### config.mk
export PLATFORM = sky130hd
export DESIGN_NAME = skyline_rect_allocator
export DESIGN_NICKNAME = d
export VERILOG_FILES = /design/src/rtl/core/sra_pkg.sv /design/src/rtl/core/sra_ctrl.sv /design/src/rtl/core/sra_dp.sv /design/src/rtl/core/skyline_rect_allocator.sv
export SDC_FILE = /design/constraint.sdc
export NUM_CORES = 2
export LEC_CHECK = 0
export BUFFER_PORTS_ARGS = -buffer_cell sky130_fd_sc_hd__buf_2
export CAP_MARGIN = 20
export CORE_MARGIN = 2
export CORE_UTILIZATION = 34
export CTS_BUF_LIST = sky130_fd_sc_hd__clkbuf_16
export DETAILED_ROUTE_END_ITERATION = 12
export HOLD_SLACK_MARGIN = 0.08
export SYNTH_ARGS = -nofsm -noshare
export SYNTH_HDL_FRONTEND = slang
export SYNTH_SLANG_ARGS = --single-unit
### constraint.sdc
create_clock -name aclk -period 8.51 [get_ports aclk]
set_clock_uncertainty 0.15 [all_clocks]
set_input_delay 0.4255 -clock aclk [delete_from_list [all_inputs] [get_ports aclk]]
set_output_delay 0.4255 -clock aclk [all_outputs]
set_load 0.005 [all_outputs]
### src/rtl/core/sra_pkg.sv
// Shared types and constants of the skyline rectangle allocator.
package sra_pkg;

    localparam int REQ_BITS  = 12;
    localparam int CFG_BITS  = 13;
    localparam int AREA_BITS = 25;
    localparam int PROD_BITS = 2 * REQ_BITS;

    // Configuration register indexes.
    localparam logic CFG_ATLAS_WIDTH  = 1'b0;
    localparam logic CFG_ATLAS_HEIGHT = 1'b1;

    // Request commands.
    localparam logic CMD_ALLOC = 1'b0;
    localparam logic CMD_CLEAR = 1'b1;

    typedef enum logic [1:0] {
        ST_OK    = 2'd0,
        ST_NOFIT = 2'd1,
        ST_FULL  = 2'd2
    } rsp_status_t;

    typedef enum logic [4:0] {
        S_INIT, S_IDLE, S_CLEAR, S_CAND, S_CAND_CHK, S_WALK_RD, S_WALK_CHK,
        S_DECIDE, S_INS_RD, S_INS_WR, S_TRIM_RD, S_TRIM_CHK, S_RM_RD, S_RM_WR,
        S_MERGE_RD, S_MERGE_RD2, S_MERGE_CHK, S_AREA, S_DONE
    } ctrl_state_t;

    typedef enum logic [4:0] {
        OP_NOP, OP_INIT, OP_LOAD, OP_CLEAR, OP_CAND_RD, OP_CAND_CHK, OP_WALK_RD,
        OP_WALK_CHK, OP_DECIDE, OP_INS_RD, OP_INS_WR, OP_TRIM_RD, OP_TRIM_CHK,
        OP_RM_RD, OP_RM_WR, OP_MERGE_RD, OP_MERGE_RD2, OP_MERGE_CHK, OP_AREA,
        OP_EMIT
    } dp_op_t;

    typedef struct packed {
        logic cand_end;
        logic cand_done;
        logic walk_oob;
        logic walk_done;
        logic found;
        logic full;
        logic ins_more;
        logic trim_more;
        logic trim_remove;
        logic rm_more;
        logic merge_more;
        logic merge_eq;
        logic out_free;
    } dp_status_t;

endpackage

### src/rtl/core/sra_ctrl.sv
// Sequencing state machine of the skyline rectangle allocator.
module sra_ctrl import sra_pkg::*; (
    input  logic       aclk,
    input  logic       aresetn,
    input  logic       s_valid,
    input  logic       s_command,
    output logic       s_ready,
    input  dp_status_t stat,
    output dp_op_t     op
);

    ctrl_state_t state_reg, state_next;
    logic        ret_merge_reg, ret_merge_next;

    // State and return-path registers.
    always_ff @(posedge aclk) begin
        if (!aresetn) begin
            state_reg     <= S_INIT;
            ret_merge_reg <= 1'b0;
        end else begin
            state_reg     <= state_next;
            ret_merge_reg <= ret_merge_next;
        end
    end

    // Next state.
    always_comb begin
        state_next     = state_reg;
        ret_merge_next = ret_merge_reg;
        unique case (state_reg)
            S_INIT:      state_next = S_IDLE;
            S_IDLE: begin
                if (s_valid) begin
                    state_next = (s_command == CMD_CLEAR) ? S_CLEAR : S_CAND;
                end
            end
            S_CLEAR:     state_next = S_DONE;
            S_CAND:      state_next = stat.cand_end ? S_DECIDE : S_CAND_CHK;
            S_CAND_CHK:  state_next = stat.cand_done ? S_CAND : S_WALK_RD;
            S_WALK_RD:   state_next = stat.walk_oob ? S_CAND : S_WALK_CHK;
            S_WALK_CHK:  state_next = stat.walk_done ? S_CAND : S_WALK_RD;
            S_DECIDE:    state_next = (!stat.found || stat.full) ? S_DONE : S_INS_RD;
            S_INS_RD:    state_next = stat.ins_more ? S_INS_WR : S_TRIM_RD;
            S_INS_WR:    state_next = S_INS_RD;
            S_TRIM_RD:   state_next = stat.trim_more ? S_TRIM_CHK : S_MERGE_RD;
            S_TRIM_CHK: begin
                ret_merge_next = 1'b0;
                state_next     = stat.trim_remove ? S_RM_RD : S_MERGE_RD;
            end
            S_RM_RD: begin
                if (stat.rm_more) begin
                    state_next = S_RM_WR;
                end else begin
                    state_next = ret_merge_reg ? S_MERGE_RD : S_TRIM_RD;
                end
            end
            S_RM_WR:     state_next = S_RM_RD;
            S_MERGE_RD:  state_next = stat.merge_more ? S_MERGE_RD2 : S_AREA;
            S_MERGE_RD2: state_next = S_MERGE_CHK;
            S_MERGE_CHK: begin
                ret_merge_next = 1'b1;
                state_next     = stat.merge_eq ? S_RM_RD : S_MERGE_RD;
            end
            S_AREA:      state_next = S_DONE;
            S_DONE:      state_next = stat.out_free ? S_IDLE : S_DONE;
            default:     state_next = S_INIT;
        endcase
    end

    // Datapath command and handshake.
    always_comb begin
        s_ready = 1'b0;
        op      = OP_NOP;
        unique case (state_reg)
            S_INIT:      op = OP_INIT;
            S_IDLE: begin
                s_ready = 1'b1;
                op      = s_valid ? OP_LOAD : OP_NOP;
            end
            S_CLEAR:     op = OP_CLEAR;
            S_CAND:      op = OP_CAND_RD;
            S_CAND_CHK:  op = OP_CAND_CHK;
            S_WALK_RD:   op = OP_WALK_RD;
            S_WALK_CHK:  op = OP_WALK_CHK;
            S_DECIDE:    op = OP_DECIDE;
            S_INS_RD:    op = OP_INS_RD;
            S_INS_WR:    op = OP_INS_WR;
            S_TRIM_RD:   op = OP_TRIM_RD;
            S_TRIM_CHK:  op = OP_TRIM_CHK;
            S_RM_RD:     op = OP_RM_RD;
            S_RM_WR:     op = OP_RM_WR;
            S_MERGE_RD:  op = OP_MERGE_RD;
            S_MERGE_RD2: op = OP_MERGE_RD2;
            S_MERGE_CHK: op = OP_MERGE_CHK;
            S_AREA:      op = OP_AREA;
            S_DONE:      op = stat.out_free ? OP_EMIT : OP_NOP;
            default:     op = OP_NOP;
        endcase
    end

endmodule

### src/rtl/core/sra_dp.sv
// Segment table memory, fit arithmetic and result registers of the allocator.
module sra_dp import sra_pkg::*; #(
    parameter int MAX_SEGMENTS = 64,
    parameter int COORD_BITS   = 12
) (
    input  logic                 aclk,
    input  logic                 aresetn,
    input  dp_op_t               op,
    output dp_status_t           stat,
    input  logic                 cfg_we,
    input  logic                 cfg_index,
    input  logic [CFG_BITS-1:0]  cfg_wdata,
    input  logic [REQ_BITS-1:0]  s_req_width,
    input  logic [REQ_BITS-1:0]  s_req_height,
    output logic                 m_valid,
    input  logic                 m_ready,
    output logic [1:0]           m_status,
    output logic [REQ_BITS-1:0]  m_region_x,
    output logic [REQ_BITS-1:0]  m_region_y,
    output logic [AREA_BITS-1:0] m_used_area
);

    localparam int IW  = (MAX_SEGMENTS > 1) ? $clog2(MAX_SEGMENTS) : 1;
    localparam int NW  = IW + 1;
    localparam int CW  = COORD_BITS;
    localparam int SW  = ((CW > REQ_BITS) ? CW : REQ_BITS) + 1;
    localparam int EW  = (CW + 1 > CFG_BITS) ? CW + 1 : CFG_BITS;
    localparam int RST_DIM = (512 > (1 << CW)) ? (1 << CW) : 512;
    localparam logic [CW-1:0] RST_W = CW'(RST_DIM - 2);
    localparam logic [CW-1:0] ONE_C = CW'(1);
    localparam logic [NW-1:0] MAX_N = NW'(MAX_SEGMENTS);
    localparam logic [AREA_BITS-1:0] AREA_MAX = {AREA_BITS{1'b1}};

    typedef struct packed {
        logic [CW-1:0] x;
        logic [CW-1:0] y;
        logic [CW-1:0] w;
    } seg_t;

    seg_t mem [MAX_SEGMENTS];
    seg_t rd_reg, hold_reg, hold_next;
    seg_t wdata;
    logic [IW-1:0] waddr, raddr;
    logic we, rd_en;

    logic [NW-1:0] cnt_reg, cnt_next, cand_reg, cand_next, j_reg, j_next;
    logic [NW-1:0] k_reg, k_next, ti_reg, ti_next, mi_reg, mi_next;
    logic [NW-1:0] best_reg, best_next;
    logic [CW-1:0] y_reg, y_next, cx_reg, cx_next, cw_reg, cw_next;
    logic [CW-1:0] bw_reg, bw_next, bx_reg, bx_next, by_reg, by_next;
    logic [REQ_BITS-1:0] left_reg, left_next, rw_reg, rw_next, rh_reg, rh_next;
    logic [SW-1:0] top_reg, top_next, endp_reg, endp_next;
    logic found_reg, found_next;
    logic [PROD_BITS-1:0] prod_reg;
    logic [AREA_BITS-1:0] area_reg, area_next;
    rsp_status_t res_st_reg, res_st_next;
    logic [REQ_BITS-1:0] res_x_reg, res_x_next, res_y_reg, res_y_next;
    logic [CFG_BITS-1:0] aw_reg, ah_reg;
    logic out_v_reg, out_v_next;
    logic [1:0] out_st_reg;
    logic [REQ_BITS-1:0] out_x_reg, out_y_reg;
    logic [AREA_BITS-1:0] out_a_reg;

    // Clamped atlas limits.
    logic [EW-1:0] aw_e, ah_e, aw_c, ah_c, top_dim;
    logic [SW-1:0] wlim, hlim;
    logic [CW-1:0] clear_w;

    always_comb begin
        top_dim = EW'(1) << CW;
        aw_e    = EW'(aw_reg);
        ah_e    = EW'(ah_reg);
        aw_c    = (aw_e < EW'(3)) ? EW'(3) : ((aw_e > top_dim) ? top_dim : aw_e);
        ah_c    = (ah_e < EW'(3)) ? EW'(3) : ((ah_e > top_dim) ? top_dim : ah_e);
        wlim    = SW'(aw_c - EW'(1));
        hlim    = SW'(ah_c - EW'(1));
        clear_w = CW'(aw_c - EW'(2));
    end

    // Fit, trim and merge tests on the entry just read.
    logic [SW-1:0] rx, ry, rwid, reqw, reqh, ymax, row, top, kk, lft;
    logic [CW-1:0] bw_cand;
    logic chk_fail, chk_succ, walk_fail, walk_succ, better, trim_over;
    logic [REQ_BITS-1:0] left_dec;
    logic [AREA_BITS:0] area_sum;

    always_comb begin
        rx        = SW'(rd_reg.x);
        ry        = SW'(rd_reg.y);
        rwid      = SW'(rd_reg.w);
        reqw      = SW'(rw_reg);
        reqh      = SW'(rh_reg);
        lft       = SW'(left_reg);
        chk_fail  = (rx + reqw > wlim) || (ry + reqh > hlim);
        chk_succ  = !chk_fail && (rw_reg == '0);
        ymax      = (ry > SW'(y_reg)) ? ry : SW'(y_reg);
        walk_fail = (ymax + reqh > hlim);
        left_dec  = (lft > rwid) ? REQ_BITS'(lft - rwid) : '0;
        walk_succ = !walk_fail && (left_dec == '0);
        row       = (op == OP_CAND_CHK) ? ry : ymax;
        bw_cand   = (op == OP_CAND_CHK) ? rd_reg.w : cw_reg;
        top       = row + reqh;
        better    = !found_reg || (top < top_reg) ||
                    ((top == top_reg) && (bw_cand < bw_reg));
        trim_over = (rx < endp_reg);
        kk        = endp_reg - rx;
        area_sum  = (AREA_BITS + 1)'(area_reg) + (AREA_BITS + 1)'(prod_reg);
    end

    always_comb begin
        stat.cand_end    = (cand_reg >= cnt_reg);
        stat.cand_done   = chk_fail || chk_succ;
        stat.walk_oob    = (j_reg >= cnt_reg);
        stat.walk_done   = walk_fail || walk_succ;
        stat.found       = found_reg;
        stat.full        = (cnt_reg >= MAX_N);
        stat.ins_more    = (k_reg > best_reg);
        stat.trim_more   = (ti_reg < cnt_reg);
        stat.trim_remove = trim_over && (rwid <= kk);
        stat.rm_more     = (k_reg + NW'(1) < cnt_reg);
        stat.merge_more  = (mi_reg + NW'(1) < cnt_reg);
        stat.merge_eq    = (hold_reg.y == rd_reg.y);
        stat.out_free    = !out_v_reg || m_ready;
    end

    // Operation decode: next values, memory read and write.
    always_comb begin
        cnt_next = cnt_reg;   cand_next = cand_reg;  j_next = j_reg;
        k_next = k_reg;       ti_next = ti_reg;      mi_next = mi_reg;
        best_next = best_reg; y_next = y_reg;        cx_next = cx_reg;
        cw_next = cw_reg;     bw_next = bw_reg;      bx_next = bx_reg;
        by_next = by_reg;     left_next = left_reg;  rw_next = rw_reg;
        rh_next = rh_reg;     top_next = top_reg;    endp_next = endp_reg;
        found_next = found_reg; area_next = area_reg; hold_next = hold_reg;
        res_st_next = res_st_reg; res_x_next = res_x_reg; res_y_next = res_y_reg;
        out_v_next = out_v_reg && !m_ready;
        we = 1'b0; waddr = '0; wdata = rd_reg; rd_en = 1'b0; raddr = '0;
        unique case (op)
            OP_NOP: ;
            OP_INIT: begin
                we = 1'b1; wdata = '{x: ONE_C, y: ONE_C, w: RST_W};
                cnt_next = NW'(1); area_next = '0;
            end
            OP_LOAD: begin
                rw_next = s_req_width; rh_next = s_req_height;
                cand_next = '0; found_next = 1'b0;
            end
            OP_CLEAR: begin
                we = 1'b1; wdata = '{x: ONE_C, y: ONE_C, w: clear_w};
                cnt_next = NW'(1); area_next = '0;
                res_st_next = ST_OK; res_x_next = '0; res_y_next = '0;
            end
            OP_CAND_RD: begin
                rd_en = 1'b1; raddr = cand_reg[IW-1:0]; j_next = cand_reg;
            end
            OP_CAND_CHK: begin
                if (chk_fail || chk_succ) begin
                    cand_next = cand_reg + NW'(1);
                end else begin
                    cx_next = rd_reg.x; cw_next = rd_reg.w;
                    y_next = rd_reg.y;  left_next = rw_reg;
                end
            end
            OP_WALK_RD: begin
                if (j_reg >= cnt_reg) begin
                    cand_next = cand_reg + NW'(1);
                end else begin
                    rd_en = 1'b1; raddr = j_reg[IW-1:0];
                end
            end
            OP_WALK_CHK: begin
                y_next = CW'(ymax); left_next = left_dec; j_next = j_reg + NW'(1);
                if (walk_fail || walk_succ) begin
                    cand_next = cand_reg + NW'(1);
                end
            end
            OP_DECIDE: begin
                res_x_next = '0; res_y_next = '0;
                k_next = cnt_reg; mi_next = '0;
                if (!found_reg) begin
                    res_st_next = ST_NOFIT;
                end else if (cnt_reg >= MAX_N) begin
                    res_st_next = ST_FULL;
                end
            end
            OP_INS_RD: begin
                if (k_reg > best_reg) begin
                    rd_en = 1'b1; raddr = IW'(k_reg - NW'(1));
                end else begin
                    we = 1'b1; waddr = best_reg[IW-1:0];
                    wdata = '{x: bx_reg, y: CW'(SW'(by_reg) + reqh), w: CW'(rw_reg)};
                    cnt_next = cnt_reg + NW'(1);
                    ti_next = best_reg + NW'(1);
                    endp_next = SW'(bx_reg) + reqw;
                end
            end
            OP_INS_WR: begin
                we = 1'b1; waddr = k_reg[IW-1:0]; k_next = k_reg - NW'(1);
            end
            OP_TRIM_RD: begin
                rd_en = 1'b1; raddr = ti_reg[IW-1:0];
            end
            OP_TRIM_CHK: begin
                if (trim_over && (rwid <= kk)) begin
                    k_next = ti_reg;
                end else if (trim_over) begin
                    we = 1'b1; waddr = ti_reg[IW-1:0];
                    wdata = '{x: CW'(endp_reg), y: rd_reg.y, w: CW'(rwid - kk)};
                end
            end
            OP_RM_RD: begin
                if (k_reg + NW'(1) < cnt_reg) begin
                    rd_en = 1'b1; raddr = IW'(k_reg + NW'(1));
                end else begin
                    cnt_next = cnt_reg - NW'(1);
                end
            end
            OP_RM_WR: begin
                we = 1'b1; waddr = k_reg[IW-1:0]; k_next = k_reg + NW'(1);
            end
            OP_MERGE_RD: begin
                rd_en = 1'b1; raddr = mi_reg[IW-1:0];
            end
            OP_MERGE_RD2: begin
                hold_next = rd_reg; rd_en = 1'b1; raddr = IW'(mi_reg + NW'(1));
            end
            OP_MERGE_CHK: begin
                if (hold_reg.y == rd_reg.y) begin
                    we = 1'b1; waddr = mi_reg[IW-1:0];
                    wdata = '{x: hold_reg.x, y: hold_reg.y, w: hold_reg.w + rd_reg.w};
                    k_next = mi_reg + NW'(1);
                end else begin
                    mi_next = mi_reg + NW'(1);
                end
            end
            OP_AREA: begin
                area_next = (area_sum > (AREA_BITS + 1)'(AREA_MAX)) ?
                            AREA_MAX : AREA_BITS'(area_sum);
                res_st_next = ST_OK;
                res_x_next = REQ_BITS'(SW'(bx_reg));
                res_y_next = REQ_BITS'(SW'(by_reg));
            end
            OP_EMIT: out_v_next = 1'b1;
            default: ;
        endcase

        // Keep the best candidate seen so far.
        if ((op == OP_CAND_CHK && chk_succ && better) ||
            (op == OP_WALK_CHK && walk_succ && better)) begin
            found_next = 1'b1;
            best_next  = cand_reg;
            top_next   = top;
            bw_next    = bw_cand;
            bx_next    = (op == OP_CAND_CHK) ? rd_reg.x : cx_reg;
            by_next    = CW'(row);
        end
    end

    // Segment table memory with registered read.
    always_ff @(posedge aclk) begin
        if (we) begin
            mem[waddr] <= wdata;
        end
        if (rd_en) begin
            rd_reg <= mem[raddr];
        end
    end

    // Control registers.
    always_ff @(posedge aclk) begin
        if (!aresetn) begin
            cnt_reg   <= NW'(1);
            area_reg  <= '0;
            found_reg <= 1'b0;
            out_v_reg <= 1'b0;
            aw_reg    <= CFG_BITS'(512);
            ah_reg    <= CFG_BITS'(512);
        end else begin
            cnt_reg   <= cnt_next;
            area_reg  <= area_next;
            found_reg <= found_next;
            out_v_reg <= out_v_next;
            if (cfg_we && cfg_index == CFG_ATLAS_WIDTH) begin
                aw_reg <= cfg_wdata;
            end
            if (cfg_we && cfg_index == CFG_ATLAS_HEIGHT) begin
                ah_reg <= cfg_wdata;
            end
        end
    end

    // Payload registers.
    always_ff @(posedge aclk) begin
        cand_reg <= cand_next;  j_reg <= j_next;      k_reg <= k_next;
        ti_reg <= ti_next;      mi_reg <= mi_next;    best_reg <= best_next;
        y_reg <= y_next;        cx_reg <= cx_next;    cw_reg <= cw_next;
        bw_reg <= bw_next;      bx_reg <= bx_next;    by_reg <= by_next;
        left_reg <= left_next;  rw_reg <= rw_next;    rh_reg <= rh_next;
        top_reg <= top_next;    endp_reg <= endp_next; hold_reg <= hold_next;
        res_st_reg <= res_st_next; res_x_reg <= res_x_next; res_y_reg <= res_y_next;
        prod_reg <= rw_reg * rh_reg;
        if (op == OP_EMIT) begin
            out_st_reg <= res_st_reg;
            out_x_reg  <= res_x_reg;
            out_y_reg  <= res_y_reg;
            out_a_reg  <= area_reg;
        end
    end

    assign m_valid     = out_v_reg;
    assign m_status    = out_st_reg;
    assign m_region_x  = out_x_reg;
    assign m_region_y  = out_y_reg;
    assign m_used_area = out_a_reg;

`ifndef SYNTHESIS
    a_cnt_range: assert property (@(posedge aclk) disable iff (!aresetn)
        (cnt_reg >= NW'(1)) && (cnt_reg <= MAX_N))
        else $error("segment count out of range");
    a_cnt_step: assert property (@(posedge aclk) disable iff (!aresetn)
        1'b1 |=> (cnt_reg == $past(cnt_reg)) || (cnt_reg == $past(cnt_reg) + NW'(1)) ||
                 (cnt_reg == $past(cnt_reg) - NW'(1)) || (cnt_reg == NW'(1)))
        else $error("segment count jumped");
    a_emit_valid: assert property (@(posedge aclk) disable iff (!aresetn)
        (op == OP_EMIT) |=> out_v_reg)
        else $error("result lost at emit");
`endif

endmodule

### src/rtl/core/skyline_rect_allocator.sv
// Top level of the skyline rectangle allocator.
//
//  Channel   Direction  Handshake          Payload
//  s_        in         s_valid/s_ready    command, req_width, req_height
//  m_        out        m_valid/m_ready    status, region_x, region_y, used_area
//  cfg_      in         cfg_we             cfg_index, cfg_wdata
//
// One request at a time; a clear writes the initial segment. An allocation tests each candidate,
// walks the segments of each fit test, moves entries for an insert or a removal, and runs
// trim and merge tests; every step goes through the single read port of the segment table.
// After reset the block writes the initial segment before it takes the first request.
// A finished result waits in the output register while the next request is taken.
module skyline_rect_allocator import sra_pkg::*; #(
    parameter int MAX_SEGMENTS = 64,
    parameter int COORD_BITS   = 12
) (
    input  logic                 aclk,
    input  logic                 aresetn,
    input  logic                 cfg_we,
    input  logic                 cfg_index,
    input  logic [CFG_BITS-1:0]  cfg_wdata,
    input  logic                 s_valid,
    output logic                 s_ready,
    input  logic                 s_command,
    input  logic [REQ_BITS-1:0]  s_req_width,
    input  logic [REQ_BITS-1:0]  s_req_height,
    output logic                 m_valid,
    input  logic                 m_ready,
    output logic [1:0]           m_status,
    output logic [REQ_BITS-1:0]  m_region_x,
    output logic [REQ_BITS-1:0]  m_region_y,
    output logic [AREA_BITS-1:0] m_used_area
);

    dp_op_t     op;
    dp_status_t stat;

    sra_ctrl u_ctrl (
        .aclk      (aclk),
        .aresetn   (aresetn),
        .s_valid   (s_valid),
        .s_command (s_command),
        .s_ready   (s_ready),
        .stat      (stat),
        .op        (op)
    );

    sra_dp #(
        .MAX_SEGMENTS (MAX_SEGMENTS),
        .COORD_BITS   (COORD_BITS)
    ) u_dp (
        .aclk         (aclk),
        .aresetn      (aresetn),
        .op           (op),
        .stat         (stat),
        .cfg_we       (cfg_we),
        .cfg_index    (cfg_index),
        .cfg_wdata    (cfg_wdata),
        .s_req_width  (s_req_width),
        .s_req_height (s_req_height),
        .m_valid      (m_valid),
        .m_ready      (m_ready),
        .m_status     (m_status),
        .m_region_x   (m_region_x),
        .m_region_y   (m_region_y),
        .m_used_area  (m_used_area)
    );

endmodule

==> impl_metrics.ini <==
[sta]
period_needed_ns = 7.25
finalCritPeriodShare = 0.852
hold_viol = 0
drv_slew = 0
slew-limit-headroom = 0.194
setup_viol = 0
rsz0062_at_grt = no
fmaxAchievable_mhz = 138
setup_ws_ns = 1.26
fin_tns_setup_ns = 0
worstMarginPinSlew_ns = 1.21

[power]
p_leak_nw = 49.3
power_switching_share = 0.352
p_int_mw = 28.7
combPwrFrac = 0.321
power_frac_clock = 0.281
peakVddDrop_v = 0.000439
p_per_area_mw_per_mm2 = 320
seq_power_share = 0.398
p_sw_mw = 15.6

[logic_synthesis]
yosysWarnings = 0
syn_avg_cell_area_um2 = 12.9
ys_seq_elements = 2719
yosysSeqAreaShare = 0.668
ys.flop_type = edfxtp_1
syn_nets = 9848
synth_area_mm2 = 0.121
async_flop_share = 0
synth_edf_count = 2629
synthCells = 9359
synth_cell_types = 96

[cts]
clockBufferDepth = 4
clock_sinks = 2719
cts_tree = done
numCtsBuffers = 289
cts_resized = 0
clk_latency_ns = 0.90
htree_levels = 5
postCtsHoldBufs = 53
post-cts-setup-buffers = 0
ctsRootBufferMaster = clkbuf_16
clk_pin_slew_ns = 0.06

[critical_path]
r2r_start = u_dp.rd_reg[25]
worstSetupStartpointType = flip-flop
endpoint_kind = flip-flop
rr_endpoint = u_dp.mem[56][25]
critPathSlowestCell = nor2_4
cp.required_ns = 8.87
worstSetupPathType = flip-flop to flip-flop
cp.arrival_ns = 7.62
critPathTopFamily = simple AND/OR/NAND/NOR gates
critPathMaxStageDelay_ns = 1.16
r2r_slack_ns = 1.26
critPathMaxFanout = 26
critical_path.cell_chain = inv_1 -> ha_1 -> nor2b_1 -> o21ai_0 -> a21boi_0 -> o21ai_0 -> nand2b_1 -> xnor2_1 -> ha_1 -> o21a_1 -> o31a_1 -> or2_0 -> a221o_1 -> o31a_1 -> and3_1 -> buf_4 -> a221oi_2 -> nand3_1 -> nor2_4 -> buf_4
cp_num_buf_inv = 3
cp_num_cells = 20
r2r_cells = 20

[drt]
wl_mm = 389
vias_per_cell = 5.60
ant_nets = 0
vias = 81600
drtIter0Drc = 11500
wire_per_inst_um = 26.7
drtPass1Iterations = 9
drcViolationCount = 0

[cells_and_area]
layout_common_cells = 2629 x edfxtp_1, 1937 x nand2_1, 584 x a21oi_1
syn_to_final_growth_pct = 14.6
largest_reg_flops = 2304
final_common_cell = edfxtp_1
finish.net_count = 10100
finalCoreUtilization = 0.392
fin_cells = 14600
drive_gt1_frac = 0.112

[floorplanning]
dieArea_mm2 = 0.360
start_util = 0.342
ios = 97
coreArea_mm2 = 0.353
rows = 218
die_h_um = 600
die-width_um = 600

[grt]
gr-total-overflow = 0
grt_pass1_vias = 78000
grt_use_met1 = 0.295
grt_max_degree = 99
grt_usage = 0.210
top_usage_layer = met2
grt.met3_usage = 0.0376
grt_first_pass_wirelength_mm = 554
globalRouteMet2Util = 0.325
antenna_found_initial = 19

[place]
portBuffers = 96
routabilityCongestion = 0.904
placedCellCount = 14000
dp_hpwl_mm = 240
pre_cts_ws_ns = 1.33

[worst_hold_path]
hold_start = s_req_width[1]
whs_path_depth = 2
hp-class = input pin to flip-flop
hold_end = u_dp.rw_reg[1]

[run]
drv_cap = 0

[outcome]
status = finished, final reports clean
-- kinds of logic (layout without fill, tap and decap cells) --
| group | count (synthesis) | in the layout | synth area share |
|---|---|---|---|
| simple gates | 3274 | 3274 | 0.117 |
| flops | 2719 | 2719 | 0.668 |
| compound gates | 1667 | 1667 | 0.0877 |
| buf+inv | 786 | 1282 | 0.0281 |
| fa+ha+maj | 445 | 445 | 0.0530 |
| mux | 281 | 281 | 0.0325 |
| xor+xnor | 187 | 187 | 0.0136 |
| other cells | 0 | 3 | 0 |
-- layout make-up --
| cell class | instances | area (um2) |
|---|---|---|
| antenna | 3 | 7.51 |
| timing repair buffer | 488 | 3960 |
| inverter | 284 | 1070 |
| tap | 4730 | 5920 |
| clock buffer | 294 | 7360 |
| sequential | 2719 | 80700 |
| fill | 32700 | 215000 |
| multi-input combinational | 5854 | 37600 |
| clock inverter | 216 | 1810 |
-- metrics by stage --
step,cell area (um2),hold WS (ns),total power [mW]
after global routing,138000,0.163,46.0
after CTS,138000,0.126,44.2
after floorplan,121000,0.250,26.0
final,138000,0.174,44.3
after detailed placement,129000,0.255,31.8
after global placement,129000,0.254,31.5
-- synth_stat cells, types with 122 or more instances --
cell type / count / area share
nor2_1: 287 / 0.0089
ha_1: 333 / 0.034
o21ai_0: 324 / 0.013
xnor2_1: 137 / 0.0099
clkbuf_1: 216 / 0.0067
nor3_1: 142 / 0.0059
edfxtp_1: 2629 / 0.65
nand3_1: 571 / 0.024
a21oi_1: 593 / 0.025
nand2_1: 1939 / 0.060
a31oi_1: 122 / 0.0063
buf_2: 207 / 0.0086
mux2i_1: 188 / 0.016
inv_1: 284 / 0.0088
-- per-layer routing --
metal | routed length, um | vias up
li1 | - | 35200
met1 | 160000 | 41200
met2 | 174000 | 4493
met3 | 39500 | 733
met4 | 15400 | 6
met5 | 34 | -
-- worst max path at each step --
stage                               start          endpoint  slack (ns)
after floorplan           u_dp.rd_reg[17]  u_dp.best_reg[0]        1.19
after global placement      u_dp.y_reg[5]   u_dp.by_reg[11]        1.01
after detailed placement    u_dp.y_reg[5]   u_dp.by_reg[10]        1.33
after CTS                   u_dp.y_reg[5]   u_dp.top_reg[3]        1.29
after global routing        u_dp.y_reg[5]   u_dp.top_reg[3]        0.68
final                     u_dp.rd_reg[25]  u_dp.mem[56][25]        1.26
-- power groups by stage --
stage / clock network, mW / registers (mW) / logic, mW
after floorplan: 0 / 17.8 / 8.20
after global placement: 0 / 17.9 / 13.6
after detailed placement: 0 / 17.9 / 13.9
after CTS: 12.6 / 17.6 / 14.0
after global routing: 13.1 / 17.6 / 15.3
final: 12.4 / 17.6 / 14.2
(Power assumes the default switching activity.)
